==> config.mk <==
export PLATFORM = sky130hd
export DESIGN_NAME = hfpl_front
export DESIGN_NICKNAME = d
export VERILOG_FILES = /design/src/design/hfpl_pkg.sv /design/src/design/hfpl_front.sv
export SDC_FILE = /design/constraint.sdc
export NUM_CORES = 1
export LEC_CHECK = 0
export BUFFER_PORTS_ARGS = -buffer_cell sky130_fd_sc_hd__buf_2
export CAP_MARGIN = 0
export CORE_AREA = 2 2 93 95
export DETAILED_ROUTE_END_ITERATION = 10
export DIE_AREA = 0 0 95 97
export PLACE_DENSITY = 0.61
export SLEW_MARGIN = 20
export SYNTH_ARGS = -nofsm -noshare
export SYNTH_HDL_FRONTEND = slang
export SYNTH_SLANG_ARGS = --single-unit
==> constraint.sdc <==
create_clock -name vclk -period 1.61
set_input_delay 0.0805 -clock vclk [all_inputs]
set_output_delay 0.0805 -clock vclk [all_outputs]
set_load 0.1 [all_outputs]
==> src/design/hfpl_pkg.sv <==
package hfpl_pkg;

    // Item fields as they arrive on the stream.
    localparam int ALLELE_W   = 4;
    localparam int PROB_W     = 16;
    localparam int NUM_STATES = 4;

    // Result fields.
    localparam int MANT_W  = 32;
    localparam int SHIFT_W = 26;
    localparam logic [SHIFT_W-1:0] SHIFT_MAX = '1;

    // Stream payload layout, lowest field first.
    localparam int ALLELE_LSB = 0;
    localparam int EMIT_LSB   = ALLELE_LSB + ALLELE_W;
    localparam int TRANS_LSB  = EMIT_LSB + NUM_STATES * PROB_W;
    localparam int S_FIELDS_W = TRANS_LSB + 3 * PROB_W;
    localparam int S_DATA_W   = ((S_FIELDS_W + 7) / 8) * 8;
    localparam int M_FIELDS_W = MANT_W + SHIFT_W;
    localparam int M_DATA_W   = ((M_FIELDS_W + 7) / 8) * 8;

    // Site queue between the front and the back.
    localparam int QUEUE_DEPTH = 2;
    localparam int QPTR_W      = $clog2(QUEUE_DEPTH);
    localparam int QCNT_W      = $clog2(QUEUE_DEPTH + 1);

    typedef logic [PROB_W-1:0] prob_t;

    // One classified site: emit[j] is the emission already picked for state j.
    typedef struct packed {
        prob_t [NUM_STATES-1:0] emit;
        prob_t                  t_both;
        prob_t                  t_one;
        prob_t                  t_none;
        logic                   first_site;
        logic                   last_site;
    } site_job_t;

    typedef enum logic [2:0] {
        BK_IDLE,
        BK_MIX,
        BK_SEARCH,
        BK_APPLY,
        BK_FINAL
    } back_state_t;

endpackage

==> src/design/hfpl_front.sv <==
module hfpl_front
    import hfpl_pkg::*;
(
    input  logic                s_tvalid,
    output logic                s_tready,
    input  logic [S_DATA_W-1:0] s_tdata,
    input  logic                s_tuser,
    input  logic                s_tlast,
    output logic                push_valid,
    input  logic                push_ready,
    output site_job_t           push_data
);

    logic [ALLELE_W-1:0]    allele_bits;
    prob_t [NUM_STATES-1:0] emit_by_pair;

    assign s_tready   = push_ready;
    assign push_valid = s_tvalid;

    // State j pairs father template j[1] with mother template j[0]; its
    // emission is the one named by the two template alleles.
    always_comb begin
        logic [1:0] sel;
        sel         = '0;
        allele_bits = s_tdata[ALLELE_LSB +: ALLELE_W];
        for (int p = 0; p < NUM_STATES; p++) begin
            emit_by_pair[p] = s_tdata[EMIT_LSB + p * PROB_W +: PROB_W];
        end
        for (int j = 0; j < NUM_STATES; j++) begin
            sel               = {allele_bits[3 - (j >> 1)], allele_bits[1 - (j & 1)]};
            push_data.emit[j] = emit_by_pair[sel];
        end
        push_data.t_none     = s_tdata[TRANS_LSB +: PROB_W];
        push_data.t_one      = s_tdata[TRANS_LSB + PROB_W +: PROB_W];
        push_data.t_both     = s_tdata[TRANS_LSB + 2 * PROB_W +: PROB_W];
        push_data.first_site = s_tuser;
        push_data.last_site  = s_tlast;
    end

endmodule

==> results of run 1 <==
==> cell type report <==
cell class / instances / share of cell area [%]
Timing Repair Buffer: 140 / 33.0
Tap cell: 105 / 5.54
Multi-Input combinational cell: 64 / 61.4
==> metrics by stage <==
| stage | instances | power [mW] | cell area (um^2) | util (%) |
|---|---|---|---|---|
| 2_1_floorplan | 130 | 2.27 | 2020 | - |
| 3_3_place_gp | 309 | 1.95 | 2370 | 29.1 |
| 3_5_place_dp | 309 | 1.96 | 2370 | 29.1 |
| 4_1_cts | 309 | 1.96 | 2370 | 29.1 |
| 5_1_grt | 309 | 2.02 | 2370 | 29.1 |
| 6_report | 309 | 1.95 | 2370 | 29.1 |
==> layout by cell type, fill, tap and decap left out <==
cell type  netlist  routed
buf_12           6       5
buf_2            6     132
buf_4           52       3
mux4_1           4       4
mux4_2          60      60
==> cells by family (layout without fill, tap and decap cells) <==
kind of cell  count (synthesis)  in the layout  synth area share (%)
buf+inv                      66            140                  27.9
mux                          64             64                  72.1
==> worst min path at each step <==
stage / to / depth (start not counted) / start / slack [ns]
after CTS: push_data[14] / 0 / s_tdata[80] / 0.16
after global routing: push_data[7] / 0 / s_tdata[73] / 0.16
after detailed placement: push_data[14] / 0 / s_tdata[80] / 0.16
after global placement: push_data[14] / 0 / s_tdata[80] / 0.16
after floorplan: push_data[0] / 1 / s_tlast / 0.37
final: push_data[16] / 0 / s_tdata[82] / 0.16
==> metal layers <==
layer / share of wire [%] / vias to the layer above
li1: - / 674
met1: 34 / 802
met2: 55 / 111
met3: 9.3 / 14
met4: 2.1 / 0
met5: 0 / -
==> report_power, final <==
| part | internal [mW] | leakage (nW) | switching [mW] |
|---|---|---|---|
| Sequential | 0 | 0 | 0 |
| Combinational | 0.445 | 1.00 | 1.50 |
| Clock | 0 | 0 | 0 |
==> impl_metrics.ini, run 1 <==
[outcome]
outcome = complete, no violations

[placement]
port_buffers = 132
dpl.hpwl_mm = 4.24
pre_cts_slack_ns = 0.233
gp_congestion = 0.693

[setup_path]
slowest_stage = mux4_1
slowest_delay_ns = 0.56
crit_fanout = 14
startpoint_type = primary input
crit_path_cell_trace = buf_2 -> buf_12 -> mux4_1 -> buf_2
crit_path_start = s_tdata[1]
path_buf_inv = 3
cp-end-kind = output pin
crit_family = buffers and inverters
worstPathRequired_ns = 1.53
critical_path_depth = 4
crit_type = primary input to output pin
cp_common_cell = buf_2
setup.worst_path.end = push_data[97]
timing.critical_path.arrival_ns = 1.28

[min_path]
hold_class = primary input to output pin

[timing]
fmax_mhz = 735
finalHoldViolCount = 0
drv_slew = 0
finalCriticalPeriod_ns = 1.36
worstMarginPinSlew_ns = 0.511
tns_ns = 0
setup_viol = 0
fin_hold_ws_ns = 0.161
timing.final.ws_setup_ns = 0.249
fin_crit_sh_pct = 84.5
slew_headroom_pct = 66.1
rsz0062_at_grt = false

[synth]
ys_warn_count = 0
ys_seq_area_share_pct = 0
synth.area.top_cells = mux4_2 (67%), buf_4 (19%), buf_12 (5.9%), mux4_1 (5.2%), buf_2 (1.5%)
syn_area_um2 = 2020
synth_top_area_share_pct = 66.9
synth_area_per_cell_um2 = 15.5
ys_top_cells_by_count = mux4_2 (60), buf_4 (52), buf_12 (6), buf_2 (6), mux4_1 (4)
yosysMostFrequentCell = mux4_2
netlist_instances = 130
syn_nets = 254
synth_top_area_cell = mux4_2
ys_types = 6

[global_route]
use_met3_pct = 1.09
grt_max_degree = 33
grt-ovfl-total = 0
antenna_found_initial = 0
track_usage_pct = 10.2
use_met2_pct = 19.5
grt_pass1_vias = 1647
grt_pass1_wl_mm = 7.91
grt_use_met1_pct = 11.9
top_usage_layer = met2

[finish]
seq_cells = 0
n_antenna_cell = 0
multi_input_area_um2 = 1460
drive_above_1_share_pct = 98.0
area_delta_synth_final_pct = 17.4
fin_nets = 330
clkbuf_count = 0
fill_cells = 853
seqCellArea_um2 = 0

[clocking]
holdBufCountCts = 0
cts_resized = 0
postCtsSetupBuffers = 0

[floorplanning]
die-width_um = 95
rows = 33
core-area_um2 = 8130
dieArea_um2 = 9220
initial_core_util_pct = 24.8
die_y_um = 97
ios = 240

[routing]
drtIter0Drc = 40
antenna_left = 0
drt_pre_antenna_iters = 4
routedWlPerCell_um = 16.2
totalWireLength_mm = 5.02
vias_per_cell = 5.18
drc = 0
vias = 1601

[power]
power.density_nw_per_um2 = 821
peakVddDrop_mv = 0.346
p_leak_nw = 1.00

[job]
maxCapViolCount = 0
(Power assumes the default switching activity.)
==> inputs of run 2 (changes only) <==
Settings changed: PLACE_DENSITY 0.61 to 0.63.
Clock period 1.61 ns to 1.2 ns, I/O delays scaled along.
==> run 2 against run 1 <==
Combinational power increased by 56%. Power increased by 57%. First-iteration DRC count decreased by 23%. Global-route usage increased by 1.1 points. Non-clock buffer count increased by 6. Sequential share of layout area unchanged.
==> impl_metrics.ini, run 2 (synthesis gave the netlist of run 1 again) <==
[global_route]
track_usage_pct = 11.3
grt-ovfl-total = 0
grt_max_degree = 20
grt_pass1_vias = 1771
antenna_found_initial = 0
grt_pass1_wl_mm = 8.67

[finish]
n_antenna_cell = 0
mostFrequentLayoutCells = buf_2 (66), mux4_2 (64), buf_6 (55)
drive_above_1_share_pct = 100
fill_cells = 780
final_common_cell = buf_2
clkbuf_count = 0
final_cells = 315
area_delta_synth_final_pct = 46.2
seq_cells = 0
fin_nets = 336
seqCellArea_um2 = 0

[clocking]
postCtsSetupBuffers = 0
holdBufCountCts = 0

[power]
power.density_nw_per_um2 = 1030
peakVddDrop_mv = 0.394
power_mw = 3.05
p_leak_nw = 1.21

[timing]
worstMarginPinSlew_ns = 0.284
fmax_mhz = 871
tns_ns = 0
finalCriticalPeriod_ns = 1.15
finalHoldViolCount = 0
fin_hold_ws_ns = 0.120
timing.final.ws_setup_ns = 0.0521
fin_crit_sh_pct = 95.7
rsz0062_at_grt = false
drv_slew = 0
setup_viol = 0
slew_headroom_pct = 81.2

[setup_path]
crit_fanout = 7
cp-end-kind = output pin
crit_type = primary input to output pin
startpoint_type = primary input
timing.critical_path.arrival_ns = 1.09
worstPathRequired_ns = 1.14

[floorplanning]
initial_core_util_pct = 24.8
ios = 240
die-width_um = 95
core-area_um2 = 8130
die_y_um = 97
dieArea_um2 = 9220
rows = 33

[routing]
antenna_left = 0
vias_per_cell = 5.18
vias = 1632
totalWireLength_mm = 6.00
drtIter0Drc = 31
routedWlPerCell_um = 19.0
drt_pre_antenna_iters = 4
drc = 0

[job]
maxCapViolCount = 0

[placement]
dp_cells = 309
gp_congestion = 0.684
port_buffers = 132
dpl.hpwl_mm = 4.55
pre_cts_slack_ns = -0.146

[min_path]
hold_class = primary input to output pin

[outcome]
outcome = complete, no violations
## run 2: cell count changes in the layout (fill, tap and decap cells not counted), sizes merged
| cell | change |
|---|---|
| clkbuf | +5 |
| buf | +1 |
## run 2: per-layer routing
metal	routed length (um)	vias up	GRT usage, %
li1	-	680	-
met1	2170	827	13.6
met2	3150	101	20.9
met3	553	24	1.79
met4	128	0	2.23
met5	0	-	0
## run 2: final timing paths
kind	from	to	slack [ns]	cells past startpoint
setup / recovery	s_tdata[1]	push_data[92]	0.05	4
hold / removal	s_tdata[107]	push_data[41]	0.12	0
## run 2: area by class of cell
cell class                      count  area [um^2]  share of cell area, %
Multi-Input combinational cell     64         1440                   48.8
Tap cell                          105          131                   4.45
Timing Repair Buffer              146         1380                   46.7
## run 2: stage by stage
stage	area, um^2	utilization [%]
2_1_floorplan	2020	-
3_3_place_gp	2400	29.5
3_5_place_dp	2400	29.5
4_1_cts	2770	34.1
5_1_grt	2950	36.3
6_report	2950	36.3
## run 2: repair_timing
action | CTS | global route
setup endpoints to repair | 64 | 58
hold endpoints to repair | 0 | 0
cloned | 0 | 6
pin swaps | 0 | 0
resized for setup | 122 | 21
## run 2: critical path, cell delays in order
cell and delay (ns):
buf_8 0.13, buf_12 0.14, mux4_2 0.55, buf_12 0.19
## run 2: power by group
| group | total (mW) | internal, mW | switching [mW] |
|---|---|---|---|
| logic | 3.05 | 0.951 | 2.10 |
| registers | 0 | 0 | 0 |
| clock network | 0 | 0 | 0 |
==> inputs of run 3 (changes only) <==
Settings changed: RECOVER_POWER from default to 100.
==> run 3 against run 2 <==
Combinational power fell by 1%. Global-route usage is the same. Via count grew 0.31%. Critical path depth stayed put. Power is 1.2% lower. Routed wire length hardly changed. Maximum frequency is 0.93% lower. Critical path type unchanged. Largest cell class unchanged. Largest power group unchanged.
==> impl_metrics.ini, run 3 (synthesis gave the netlist of run 1 again) <==
[finish]
final_cells = 315
mostFrequentLayoutCells = buf_2 (66), mux4_2 (64), buf_6 (58)
fin_nets = 336
drive_above_1_share_pct = 100
seq_cells = 0
seqCellArea_um2 = 0
area_delta_synth_final_pct = 42.8
final_common_cell = buf_2
n_antenna_cell = 0
clkbuf_count = 0

[setup_path]
crit_type = primary input to output pin
cp-end-kind = output pin
worstPathRequired_ns = 1.14
timing.critical_path.arrival_ns = 1.10
startpoint_type = primary input
crit_fanout = 6

[routing]
drtIter0Drc = 36
vias_per_cell = 5.20
drt_pre_antenna_iters = 4
totalWireLength_mm = 6.01
routedWlPerCell_um = 19.1
drc = 0
vias = 1637
antenna_left = 0

[clocking]
postCtsSetupBuffers = 0

[global_route]
grt_max_degree = 20
grt_pass1_vias = 1771
grt-ovfl-total = 0
grt_pass1_wl_mm = 8.67
track_usage_pct = 11.3
antenna_found_initial = 0

[job]
maxCapViolCount = 0

[min_path]
hold_class = primary input to output pin
whs_endpoint = push_data[41]
hp-start = s_tdata[107]
holdPathStages = 0

[placement]
port_buffers = 132
pre_cts_slack_ns = -0.146
dp_cells = 309
dpl.hpwl_mm = 4.55
gp_congestion = 0.684

[power]
p_leak_nw = 1.19
power.density_nw_per_um2 = 1040
peakVddDrop_mv = 0.385

[timing]
finalHoldViolCount = 0
fmax_mhz = 863
fin_crit_sh_pct = 96.6
drv_slew = 0
finalCriticalPeriod_ns = 1.16
worstMarginPinSlew_ns = 0.284
rsz0062_at_grt = false
timing.final.ws_setup_ns = 0.0414
slew_headroom_pct = 81.2
setup_viol = 0

[floorplanning]
dieArea_um2 = 9220
die_y_um = 97
ios = 240
rows = 33
initial_core_util_pct = 24.8
die-width_um = 95
core-area_um2 = 8130

[outcome]
outcome = complete, no violations
## run 3: per-layer routing
metal | up-vias | share of wire [%] | wire (um) | global-route usage [%]
met4 | 0 | 2.1 | 128 | 2.23
li1 | 679 | - | - | -
met1 | 837 | 37 | 2220 | 13.6
met5 | - | 0 | 0 | 0
met2 | 97 | 52 | 3150 | 20.9
met3 | 24 | 8.6 | 515 | 1.79
## run 3: through the flow
step                      util (%)  area, um^2  TNS [ns]  power, mW  hold slack (ns)
after floorplan                  -        2020    -0.138       3.04            0.332
after global placement        29.5        2400     -4.57       2.62            0.121
after detailed placement      29.5        2400     -4.77       2.64            0.121
after CTS                     34.1        2770    -0.321       2.96            0.121
after global routing          35.5        2880         0       3.11            0.120
final                         35.5        2880         0       3.01            0.120
## run 3: report_power, final
group	internal [mW]	total, mW	switching [mW]	leakage (nW)
Clock	0	0	0	0
Combinational	0.920	3.01	2.09	1.19
Sequential	0	0	0	0
Total	0.920	3.01	2.09	1.19
## run 3: what timing repair did
item	CTS	global route
setup endpoints to repair	64	58
hold buffers	0	0
resized for setup	122	21
pin swaps	0	0
cloned	0	6
## run 3: cell type report
type,count,area (um^2)
tap,105,131
fill,790,5250
timing repair buffer,146,1310
multi-input combinational,64,1440
## run 3: how the worst max path moves through the flow
| stage | depth (start not counted) | startpoint | to |
|---|---|---|---|
| finish | 4 | s_tdata[1] | push_data[84] |
| global route | 4 | s_tdata[1] | push_data[89] |
| CTS | 4 | s_tdata[1] | push_data[65] |
| detailed placement | 4 | s_tdata[1] | push_data[97] |
| global placement | 4 | s_tdata[1] | push_data[65] |
| floorplan | 2 | s_tdata[1] | push_data[65] |
## run 3: critical path: stages
cell	delay [ns]
buf_8	0.11
buf_4	0.19
mux4_2	0.53
buf_6	0.20
