$ cat src/design/hfpl_pkg.sv
package hfpl_pkg;

    // Item fields as they arrive on the stream.
    localparam int ALLELE_W   = 4;
    localparam int PROB_W     = 16;
    localparam int NUM_STATES = 4;

    // Result fields.
    localparam int MANT_W  = 32;
    localparam int SHIFT_W = 26;
    localparam logic [SHIFT_W-1:0] SHIFT_MAX = '1;

    // Stream payload layout, lowest field first.
    localparam int ALLELE_LSB = 0;
    localparam int EMIT_LSB   = ALLELE_LSB + ALLELE_W;
    localparam int TRANS_LSB  = EMIT_LSB + NUM_STATES * PROB_W;
    localparam int S_FIELDS_W = TRANS_LSB + 3 * PROB_W;
    localparam int S_DATA_W   = ((S_FIELDS_W + 7) / 8) * 8;
    localparam int M_FIELDS_W = MANT_W + SHIFT_W;
    localparam int M_DATA_W   = ((M_FIELDS_W + 7) / 8) * 8;

    // Site queue between the front and the back.
    localparam int QUEUE_DEPTH = 2;
    localparam int QPTR_W      = $clog2(QUEUE_DEPTH);
    localparam int QCNT_W      = $clog2(QUEUE_DEPTH + 1);

    typedef logic [PROB_W-1:0] prob_t;

    // One classified site: emit[j] is the emission already picked for state j.
    typedef struct packed {
        prob_t [NUM_STATES-1:0] emit;
        prob_t                  t_both;
        prob_t                  t_one;
        prob_t                  t_none;
        logic                   first_site;
        logic                   last_site;
    } site_job_t;

    typedef enum logic [2:0] {
        BK_IDLE,
        BK_MIX,
        BK_SEARCH,
        BK_APPLY,
        BK_FINAL
    } back_state_t;

endpackage

$ cat src/design/hfpl_queue.sv
module hfpl_queue
    import hfpl_pkg::*;
(
    input  logic      aclk,
    input  logic      aresetn,
    input  logic      push_valid,
    output logic      push_ready,
    input  site_job_t push_data,
    output logic      pop_valid,
    input  logic      pop_ready,
    output site_job_t pop_data
);

    site_job_t          entry_reg [QUEUE_DEPTH];
    logic [QPTR_W-1:0]  wr_ptr_reg, wr_ptr_next;
    logic [QPTR_W-1:0]  rd_ptr_reg, rd_ptr_next;
    logic [QCNT_W-1:0]  count_reg, count_next;
    logic               push, pop;

    assign push_ready = (count_reg != QCNT_W'(QUEUE_DEPTH));
    assign pop_valid  = (count_reg != '0);
    assign pop_data   = entry_reg[rd_ptr_reg];
    assign push       = push_valid && push_ready;
    assign pop        = pop_valid && pop_ready;

    always_comb begin
        wr_ptr_next = wr_ptr_reg;
        rd_ptr_next = rd_ptr_reg;
        count_next  = count_reg;
        if (push) begin
            wr_ptr_next = (wr_ptr_reg == QPTR_W'(QUEUE_DEPTH - 1)) ? '0 : wr_ptr_reg + 1'b1;
        end
        if (pop) begin
            rd_ptr_next = (rd_ptr_reg == QPTR_W'(QUEUE_DEPTH - 1)) ? '0 : rd_ptr_reg + 1'b1;
        end
        if (push && !pop) begin
            count_next = count_reg + 1'b1;
        end else if (pop && !push) begin
            count_next = count_reg - 1'b1;
        end
    end

    always_ff @(posedge aclk) begin
        if (!aresetn) begin
            wr_ptr_reg <= '0;
            rd_ptr_reg <= '0;
            count_reg  <= '0;
        end else begin
            wr_ptr_reg <= wr_ptr_next;
            rd_ptr_reg <= rd_ptr_next;
            count_reg  <= count_next;
        end
    end

    always_ff @(posedge aclk) begin
        if (push) begin
            entry_reg[wr_ptr_reg] <= push_data;
        end
    end

endmodule

$ cat config.mk
export PLATFORM = sky130hd
export DESIGN_NAME = hfpl_queue
export DESIGN_NICKNAME = d
export VERILOG_FILES = /design/src/design/hfpl_pkg.sv /design/src/design/hfpl_queue.sv
export SDC_FILE = /design/constraint.sdc
export NUM_CORES = 1
export LEC_CHECK = 0
export ABC_AREA = 1
export BUFFER_PORTS_ARGS = -buffer_cell sky130_fd_sc_hd__buf_4
export CORE_MARGIN = 8
export CORE_UTILIZATION = 52
export CTS_CLUSTER_DIAMETER = 40
export DETAILED_ROUTE_END_ITERATION = 7
export PLACE_DENSITY_LB_ADDON = 0.1
export SETUP_SLACK_MARGIN = 0.15
export SLEW_MARGIN = 25
export SYNTH_ARGS = -nofsm -noshare
export SYNTH_HDL_FRONTEND = slang
export SYNTH_SLANG_ARGS = --single-unit
$ cat constraint.sdc
create_clock -name aclk -period 8.2 [get_ports aclk]
set_input_delay 2.05 -clock aclk [delete_from_list [all_inputs] [get_ports aclk]]
set_output_delay 2.05 -clock aclk [all_outputs]
set_load 0.02 [all_outputs]
==> results of run 1 <==
synth_stat cells:
library cell,count,area share (%)
nand3_1,1,0.057
edfxtp_1,228,79
buf_2,5,0.29
nand2_1,9,0.39
nor2_1,8,0.34
buf_6,7,0.90
mux2_4,60,10
mux2_2,54,7.0
ha_1,1,0.14
inv_1,8,0.34
o21a_1,1,0.086
nand4_1,1,0.072
a21oi_1,1,0.057
dfxtp_1,5,1.1
o21ai_0,2,0.11
buf_8,1,0.17
routing by layer:
layer | vias up | wire length [µm] | part of all wire (%)
li1 | 2061 | - | -
met1 | 2166 | 6820 | 39
met2 | 184 | 8820 | 50
met3 | 29 | 1580 | 9.0
met4 | 2 | 358 | 2.0
met5 | - | 13 | 0.074
area by class of cell:
class	count	area (µm²)
Inverter	8	30.0
Timing Repair Buffer	238	1790
Multi-Input combinational cell	138	1630
Fill cell	1067	4650
Clock buffer	35	791
Sequential cell	233	6950
Tap cell	220	275
Clock inverter	22	352
metrics by stage:
step	power (mW)	worst slack (ps)	std cells	area [µm²]
2_1_floorplan	2.24	723	392	8710
3_3_place_gp	2.59	3690	837	10700
3_5_place_dp	2.61	3660	837	10700
4_1_cts	4.07	3100	894	11800
5_1_grt	4.16	3030	894	11800
6_report	4.02	3170	894	11800
placed cells by master (no fill, tap or decap), drive strengths merged:
| master | netlist | final |
|---|---|---|
| nor2 | 8 | 8 |
| clkinvlp | 0 | 2 |
| edfxtp | 228 | 228 |
| ha | 1 | 1 |
| o21a | 1 | 1 |
| clkinv | 0 | 8 |
| o21ai | 2 | 2 |
| inv | 8 | 12 |
| nand3 | 1 | 1 |
| nand2 | 9 | 9 |
| dfxtp | 5 | 5 |
| mux2 | 114 | 114 |
| buf | 13 | 238 |
| nand4 | 1 | 1 |
| bufinv | 0 | 8 |
| a21oi | 1 | 1 |
| clkbuf | 0 | 35 |
cells by family (layout without fill, tap and decap cells):
logic type,count (synthesis),after routing,share of synthesized area (%)
compound gates,4,4,0.258
fa+ha+maj,1,1,0.144
buf+inv,21,303,1.71
flops,233,233,79.7
mux,114,114,17.3
simple gates,19,19,0.861
final timing paths:
check                      to  slack [ps]  depth (start not counted)
max              pop_data[94]        3170                          3
min                      flop         500                          2
max reg2reg  entry_reg[1][74]        6190                          5
min reg2reg              flop         500                          2
power groups by stage:
stage / clock (mW) / sequential [mW] / combinational, mW
floorplan: 0 / 1.59 / 0.652
global placement: 0 / 1.60 / 0.988
detailed placement: 0 / 1.61 / 1.00
CTS: 1.48 / 1.59 / 1.00
global route: 1.52 / 1.60 / 1.04
finish: 1.45 / 1.58 / 0.987
tightest hold or removal path, stage by stage (launching register included):
cell	delay [ps]
dfxtp_1	320
nor2_1	60
nor2_1	90
==> out/summary.txt, run 1 <==
Synth Cell Area: 8710 µm²
crit path max fanout: 58
GR Util met1: 18.1%
met3 usage: 6.25%
cts repair resizes: 0
Avg Cell Area, Syn: 22.2 µm²
clock period minus final worst setup slack: 5030 ps
LEAKAGE: 4.58 nW
FF+latch count, synth: 233
Area growth syn-to-layout: 35.6%
Synth Net Count: 511
Synth Instances: 392
Top cell by count, worst path: buf_4
# diodes: 0
Num CTS Buffers: 31
Largest register FFs: 228
initial core utilization: 52.9%
Global Route Usage Sum: 15.9%
die width: 145 µm
number of global-route vias before repair: 4786
Initial DRC Count: 228
final core utilization: 71.8%
Final ANT Viol Nets: 0
CTS tree: done
Logic pwr share: 24.6%
CP peak stage delay: 900 ps
Crit-path slowest cell: dfxtp_4
IO Pins: 234
Port Buffers: 233
largest net degree at the start of global routing: 74
met2 usage: 27.1%
Worst-Margin Slew: 1030 ps
maximum vdd drop: 0.244 mV
part of the power in registers: 39.4%
Core ar.: 16500 µm²
initial antenna violation count: 1
CP cell instances: buf_4 -> mux2_2 -> buf_4
Vias/cell: 4.97
Max-Cap Viols: 0
Critical Path End Type: output port
Remaining Overflow, GRT: 0
post-cts hold buffer count: 0
Hold Path Class: flop to flop
share of cells above drive strength 1: 60.4%
Fin. Hold Viols: 0
drt drc: 0
RR Startpoint: count_reg[0]
Psw: 1.08 mW
status: complete, no violations
final setup vio count: 0
via count: 4442
period utilisation layout: 61.3%
Buffers & Inverters on Critical Path: 2
Site Rows: 47
Sw Share: 27.0%
WL per Instance: 19.7 µm
drt pass-1 iters: 6
Sum Neg Setup Slack: 0 ps
Max Clock Freq: 199 MHz
postcts setup bufs: 0
HPWL Detailed: 11.8 mm
die height: 145 µm
Max Transition Viols Final: 0
HP Start: rd_ptr_reg
CTS HTree Levels: 1
Pint: 2.93 mW
worst rel slew slack: 31.4%
Most Crowded Layer GR: met2
Worst path top cell family by delay: buffers and inverters
yosys warns: 0
Die Area: 21200 µm²
CTS Buffer Depth: 3
CP Class: flop to output port
CP required: 6150 ps
final hold slack: 502 ps
clk sinks: 233
CP Launch Type: flop
final setup skew: 7.64 ps
WL final: 17.6 mm
Synth cell types: 16
placer congestion estimate: 0.730
CP arrival: 2980 ps
RSZ-0062 raised after global routing: false
pwr/cell area: 340 nW/µm²
clock network power share: 36.0%
sequential fraction of the synthesis area: 79.7%
global-route wire length before repair: 26.4 mm
Worst-Skew Late Latency: 520 ps
Nets: 769
clk slew on worst S/H paths: 50 ps
CTS root buf: clkbuf_16
No activity file was read; power rests on OpenSTA's default activity.
==> inputs of run 2 (changes only) <==
- clock period: 8.2 -> 5.23 ns (I/O delays scaled with it)
==> run 2 against run 1 <==
Compared with the run above: highest routed layer is now met4; via count fell by 0.92%; critical path type unchanged; sequential power up 57%; non-clock buffer count did not move; cell count down 0.56%; flip-flop and latch count stayed put; critical path depth unchanged; design area shrank 1.4%; first-iteration DRC count is 4.8% lower; combinational power up 58%; wire length is 1.1% lower.
==> out/summary.txt, run 2 (synthesis results as in run 1) <==
multi-input combinational cell area: 1630 µm² (unchanged)
placer congestion estimate: 0.740 (was 0.730)
Die Area: 21200 µm² (unchanged)
CTS Buffer Depth: 3 (unchanged)
Final ANT Viol Nets: 0 (unchanged)
fin cells: 889 (was 894)
die width: 145 µm (unchanged)
die height: 145 µm (unchanged)
clock period minus final worst setup slack: 3790 ps
Site Rows: 47 (unchanged)
Core ar.: 16500 µm² (unchanged)
HPWL Detailed: 12.0 mm (was 11.8 mm)
CP Class: flop to output port (unchanged)
pwr/cell area: 509 nW/µm² (was 340 nW/µm²)
Critical Path End Type: output port (unchanged)
drt drc: 0 (unchanged)
CP required: 3920 ps (was 6150 ps)
Hold Path Class: flop to flop (unchanged)
clk sinks: 233 (unchanged)
FF-to-FF path depth: 5 (unchanged)
Worst-Margin Slew: 947 ps (was 1030 ps)
initial antenna violation count: 0 (was 1)
period utilisation layout: 72.5%
Num CTS Buffers: 28 (was 31)
Initial DRC Count: 217 (was 228)
Max-Cap Viols: 0 (unchanged)
Area growth syn-to-layout: 33.7% (was 35.6%)
postcts setup bufs: 0 (unchanged)
drt pass-1 iters: 4 (was 6)
Max Transition Viols Final: 0 (unchanged)
post-cts hold buffer count: 0 (unchanged)
Global Route Usage Sum: 15.9% (about the same)
crit path max fanout: 59 (was 58)
CP Launch Type: flop (unchanged)
final setup vio count: 0 (unchanged)
Max Clock Freq: 264 MHz
placed cells: 837 (unchanged)
worst rel slew slack: 36.7% (was 31.4%)
CTS tree: done (unchanged)
cts repair resizes: 0 (unchanged)
Remaining Overflow, GRT: 0 (unchanged)
Port Buffers: 233 (unchanged)
Pwr Total: 5.93 mW (was 4.02 mW)
most common cell after layout, fill and taps aside: buf_4 (unchanged)
most frequent cells in the layout: 235 x buf_4, 228 x edfxtp_1, 60 x mux2_4, 54 x mux2_2, 29 x clkbuf_16 (was 238 x buf_4, 228 x edfxtp_1, 60 x mux2_4, 54 x mux2_2, 31 x clkbuf_16)
status: complete, no violations (unchanged)
maximum vdd drop: 0.333 mV (was 0.244 mV)
LEAKAGE: 4.49 nW (was 4.58 nW)
CP arrival: 2480 ps (was 2980 ps)
Sum Neg Setup Slack: 0 ps (unchanged)
largest net degree at the start of global routing: 60 (was 74)
via count: 4401 (was 4442)
Nets: 766 (was 769)
RSZ-0062 raised after global routing: false (unchanged)
clk slew on worst S/H paths: 50 ps (about the same)
number of global-route vias before repair: 4869 (was 4786)
Vias/cell: 4.95 (was 4.97)
Largest register FFs: 228 (unchanged)
global-route wire length before repair: 26.4 mm (about the same)
WL final: 17.4 mm (was 17.6 mm)
# diodes: 0 (unchanged)
Fin. Hold Viols: 0 (unchanged)
CTS HTree Levels: 1 (unchanged)
IO Pins: 234 (unchanged)
initial core utilization: 52.9% (unchanged)
Hold Crit Depth: 2 (unchanged)
Worst-Skew Late Latency: 520 ps (about the same)
WL per Instance: 19.6 µm (was 19.7 µm)
FILL cells: 1088 (was 1067)
CTS root buf: clkbuf_16 (unchanged)
register area: 6950 µm² (unchanged)
share of cells above drive strength 1: 60.1% (was 60.4%)
final setup skew: 8.83 ps (was 7.64 ps)
==> run 2: cell type report <==
cell class | count | area share (%)
flip-flops and latches | 233 | 59.6
repair buffers | 238 | 15.7
multi-input cells | 138 | 14.0
clock buffers | 31 | 6.29
well taps | 220 | 2.36
clock inverters | 21 | 1.78
inverters | 8 | 0.258
==> run 2: report_power, final <==
group          leakage, nW  total [mW]  internal, mW  switching (mW)
combinational         1.88        1.56         0.744           0.815
sequential            2.17        2.48          2.36           0.114
clock                0.449        1.90          1.17           0.731
total                 4.49        5.93          4.27            1.66
==> run 2: worst max-delay path, stage by stage (launching register included) <==
cell,delay [ps]
dfxtp_4,880
buf_12,460
mux2_2,390
buf_4,160
==> run 2: metal layers <==
| metal | GRT usage (%) | vias to the layer above | routed length (µm) |
|---|---|---|---|
| li1 | - | 2051 | - |
| met1 | 18.2 | 2149 | 6750 |
| met2 | 27.3 | 181 | 8820 |
| met3 | 6.06 | 20 | 1560 |
| met4 | 4.84 | 0 | 271 |
| met5 | 0 | - | 0 |
==> run 2: stage by stage <==
stage          cell area, µm²  setup WS [ps]  hold WS [ps]  util (%)
2_1_floorplan            8710          -1500           467         -
3_3_place_gp            10700           1960           482      65.1
3_5_place_dp            10700           1940           514      65.1
4_1_cts                 11700           1390           528      70.8
5_1_grt                 11700           1300           557      70.8
6_report                11700           1440           519      70.8
==> run 2: path summary, 6_finish.rpt <==
path	from	end	slack (ps)
max reg2reg	count_reg[0]	entry_reg[1][69]	2880
min reg2reg	rd_ptr_reg	flop	520
min	rd_ptr_reg	flop	520
max	flop	pop_data[94]	1440
==> inputs of run 3 (changes only) <==
- CORE_UTILIZATION: 52 -> 47
- clock period: 5.23 -> 3.35 ns (I/O delays scaled with it)
==> run 3 against run 2 <==
Compared with the run above: wire length increased by 3.6%; via count up 0.80%; total power rose by 63%; sequential power rose by 53%; critical path depth unchanged; critical path type unchanged.
==> out/summary.txt, run 3 (synthesis results as in run 1) <==
final hold slack: 488 ps (was 519 ps)
die width: 152 µm (was 145 µm)
HPWL Detailed: 12.2 mm (was 12.0 mm)
crit path max fanout: 48 (was 59)
number of global-route vias before repair: 4855 (was 4869)
RR Startpoint: count_reg[0] (unchanged)
fin cells: 905 (was 889)
Pint: 7.05 mW (was 4.27 mW)
status: complete, no violations (unchanged)
share of cells above drive strength 1: 60.2% (was 60.1%)
CP Launch Type: flop (unchanged)
Max Transition Viols Final: 0 (unchanged)
RSZ-0062 raised after global routing: false (unchanged)
Top cell by count, worst path: buf_4
Worst Hold End: entry_reg[0][9]
Logic pwr share: 26.0% (was 26.3%)
Max Clock Freq: 347 MHz
pwr/cell area: 819 nW/µm² (was 509 nW/µm²)
Critical Path End Type: output port (unchanged)
Hold Crit Depth: 1 (was 2)
Reg2Reg Setup Slack: 1530 ps (was 2880 ps)
CP cell instances: buf_4 -> mux2_2 -> buf_4 (was buf_12 -> mux2_2 -> buf_4)
Pwr Total: 9.65 mW (was 5.93 mW)
via count: 4436 (was 4401)
final setup skew: 15.1 ps (was 8.83 ps)
WL final: 18.0 mm (was 17.4 mm)
HP Start: push_data[9] (was rd_ptr_reg)
Worst-Skew Late Latency: 530 ps (was 520 ps)
largest net degree at the start of global routing: 115 (was 60)
post-cts hold buffer count: 0 (unchanged)
CP required: 2510 ps (was 3920 ps)
CP arrival: 2040 ps (was 2480 ps)
worst rel slew slack: 53.1% (was 36.7%)
critical path depth in cells: 3 (unchanged)
FF-to-FF path depth: 5 (unchanged)
CTS HTree Levels: 1 (unchanged)
Initial DRC Count: 223 (was 217)
maximum vdd drop: 0.464 mV (was 0.333 mV)
multi-input combinational cell area: 1630 µm² (unchanged)
drt drc: 0 (unchanged)
most common cell after layout, fill and taps aside: buf_4 (unchanged)
part of the power in registers: 39.2% (was 41.7%)
Crit-path slowest cell: buf_4 (was dfxtp_4)
Die Area: 23200 µm² (was 21200 µm²)
LEAKAGE: 4.56 nW (was 4.49 nW)
Fin. Hold Viols: 0 (unchanged)
Sw Share: 26.9% (was 28.0%)
Port Buffers: 233 (unchanged)
Num CTS Buffers: 29 (was 28)
Area growth syn-to-layout: 35.3% (was 33.7%)
CP peak stage delay: 540 ps (was 880 ps)
WL per Instance: 19.9 µm (was 19.6 µm)
most frequent cells in the layout: 237 x buf_4, 228 x edfxtp_1, 60 x mux2_4, 54 x mux2_2, 29 x clkbuf_16 (was 235 x buf_4, 228 x edfxtp_1, 60 x mux2_4, 54 x mux2_2, 29 x clkbuf_16)
Worst-Margin Slew: 704 ps (was 947 ps)
placer congestion estimate: 0.729 (was 0.740)
drt pass-1 iters: 4 (unchanged)
FILL cells: 1340 (was 1088)
IO Pins: 234 (unchanged)
Psw: 2.60 mW (was 1.66 mW)
setup slack after layout: 471 ps (was 1440 ps)
initial antenna violation count: 0 (unchanged)
Place WS: 995 ps (was 1940 ps)
Worst path top cell family by delay: buffers and inverters (was flip-flops)
# diodes: 0 (unchanged)
Core ar.: 18500 µm² (was 16500 µm²)
final setup vio count: 0 (unchanged)
CP Class: flop to output port (unchanged)
Global Route Usage Sum: 15.2% (was 15.9%)
global-route wire length before repair: 27.4 mm (was 26.4 mm)
cts repair resizes: 0 (unchanged)
worst r2r dst: entry_reg[1][60] (was entry_reg[1][69])
period utilisation layout: 85.9%
CTS tree: done (unchanged)
placed cells: 852 (was 837)
CTS Buffer Depth: 3 (unchanged)
Buffers & Inverters on Critical Path: 2 (unchanged)
die height: 152 µm (was 145 µm)
clk slew on worst S/H paths: 60 ps (was 50 ps)
Vias/cell: 4.90 (was 4.95)
Largest register FFs: 228 (unchanged)
Max-Cap Viols: 0 (unchanged)
CTS root buf: clkbuf_16 (unchanged)
Nets: 768 (was 766)
Remaining Overflow, GRT: 0 (unchanged)
Hold Path Class: primary input to flop (was flop to flop)
clk sinks: 233 (unchanged)
Final ANT Viol Nets: 0 (unchanged)
clock period minus final worst setup slack: 2880 ps
Site Rows: 50 (was 47)
register area: 6950 µm² (unchanged)
clock network power share: 34.8% (was 32.0%)
initial core utilization: 47.2% (was 52.9%)
postcts setup bufs: 0 (unchanged)
-- run 3: cell types whose count changed in the layout (fill, tap and decap cells not counted), sizes merged --
cell / before / now
buf: 238 / 239
bufinv: 3 / 8
clkinv: 11 / 8
clkinvlp: 5 / 3
inv: 10 / 11
-- run 3: routing by layer --
metal	part of all wire, %	GRT usage, %	vias up
li1	-	-	2057
met3	10	5.76	33
met4	2.7	5.95	0
met2	49	25.5	184
met1	38	17.3	2162
met5	0	0	-
-- run 3: layout make-up --
| class | count | share of cell area [%] |
|---|---|---|
| Multi-Input combinational cell | 138 | 13.9 |
| Timing Repair Buffer | 239 | 15.4 |
| Clock buffer | 31 | 6.22 |
| Inverter | 8 | 0.255 |
| Clock inverter | 22 | 2.82 |
| Tap cell | 234 | 2.48 |
| Sequential cell | 233 | 58.9 |
-- run 3: worst register-to-register path, cell delays in order (launching register included) --
cell     delay (ps)
dfxtp_1         350
inv_1           100
nand2_1         110
nand2_1         170
nor2_4          150
buf_12          510
-- run 3: through the flow --
| step | TNS (ps) | cell area, µm² | util [%] |
|---|---|---|---|
| finish | 0 | 11800 | 63.9 |
| CTS | 0 | 11800 | 63.9 |
| floorplan | -229460 | 8720 | - |
| global placement | 0 | 10700 | 58.1 |
| global route | 0 | 11800 | 63.9 |
| detailed placement | 0 | 10700 | 58.1 |
-- run 3: worst max-delay path by stage --
stage / start / end
finish: flop / pop_data[105]
global route: flop / pop_data[105]
CTS: flop / pop_data[105]
detailed placement: flop / pop_data[26]
global placement: flop / pop_data[105]
floorplan: push_valid / entry_reg[0][0]
-- run 3: power by group through the flow --
| stage | sequential [mW] | combinational (mW) | clock [mW] |
|---|---|---|---|
| 4_1_cts | 3.79 | 2.57 | 3.44 |
| 5_1_grt | 3.82 | 2.67 | 3.55 |
| 6_report | 3.79 | 2.51 | 3.36 |
| 3_3_place_gp | 3.83 | 2.53 | 0 |
| 3_5_place_dp | 3.85 | 2.56 | 0 |
| 2_1_floorplan | 3.85 | 1.60 | 0 |
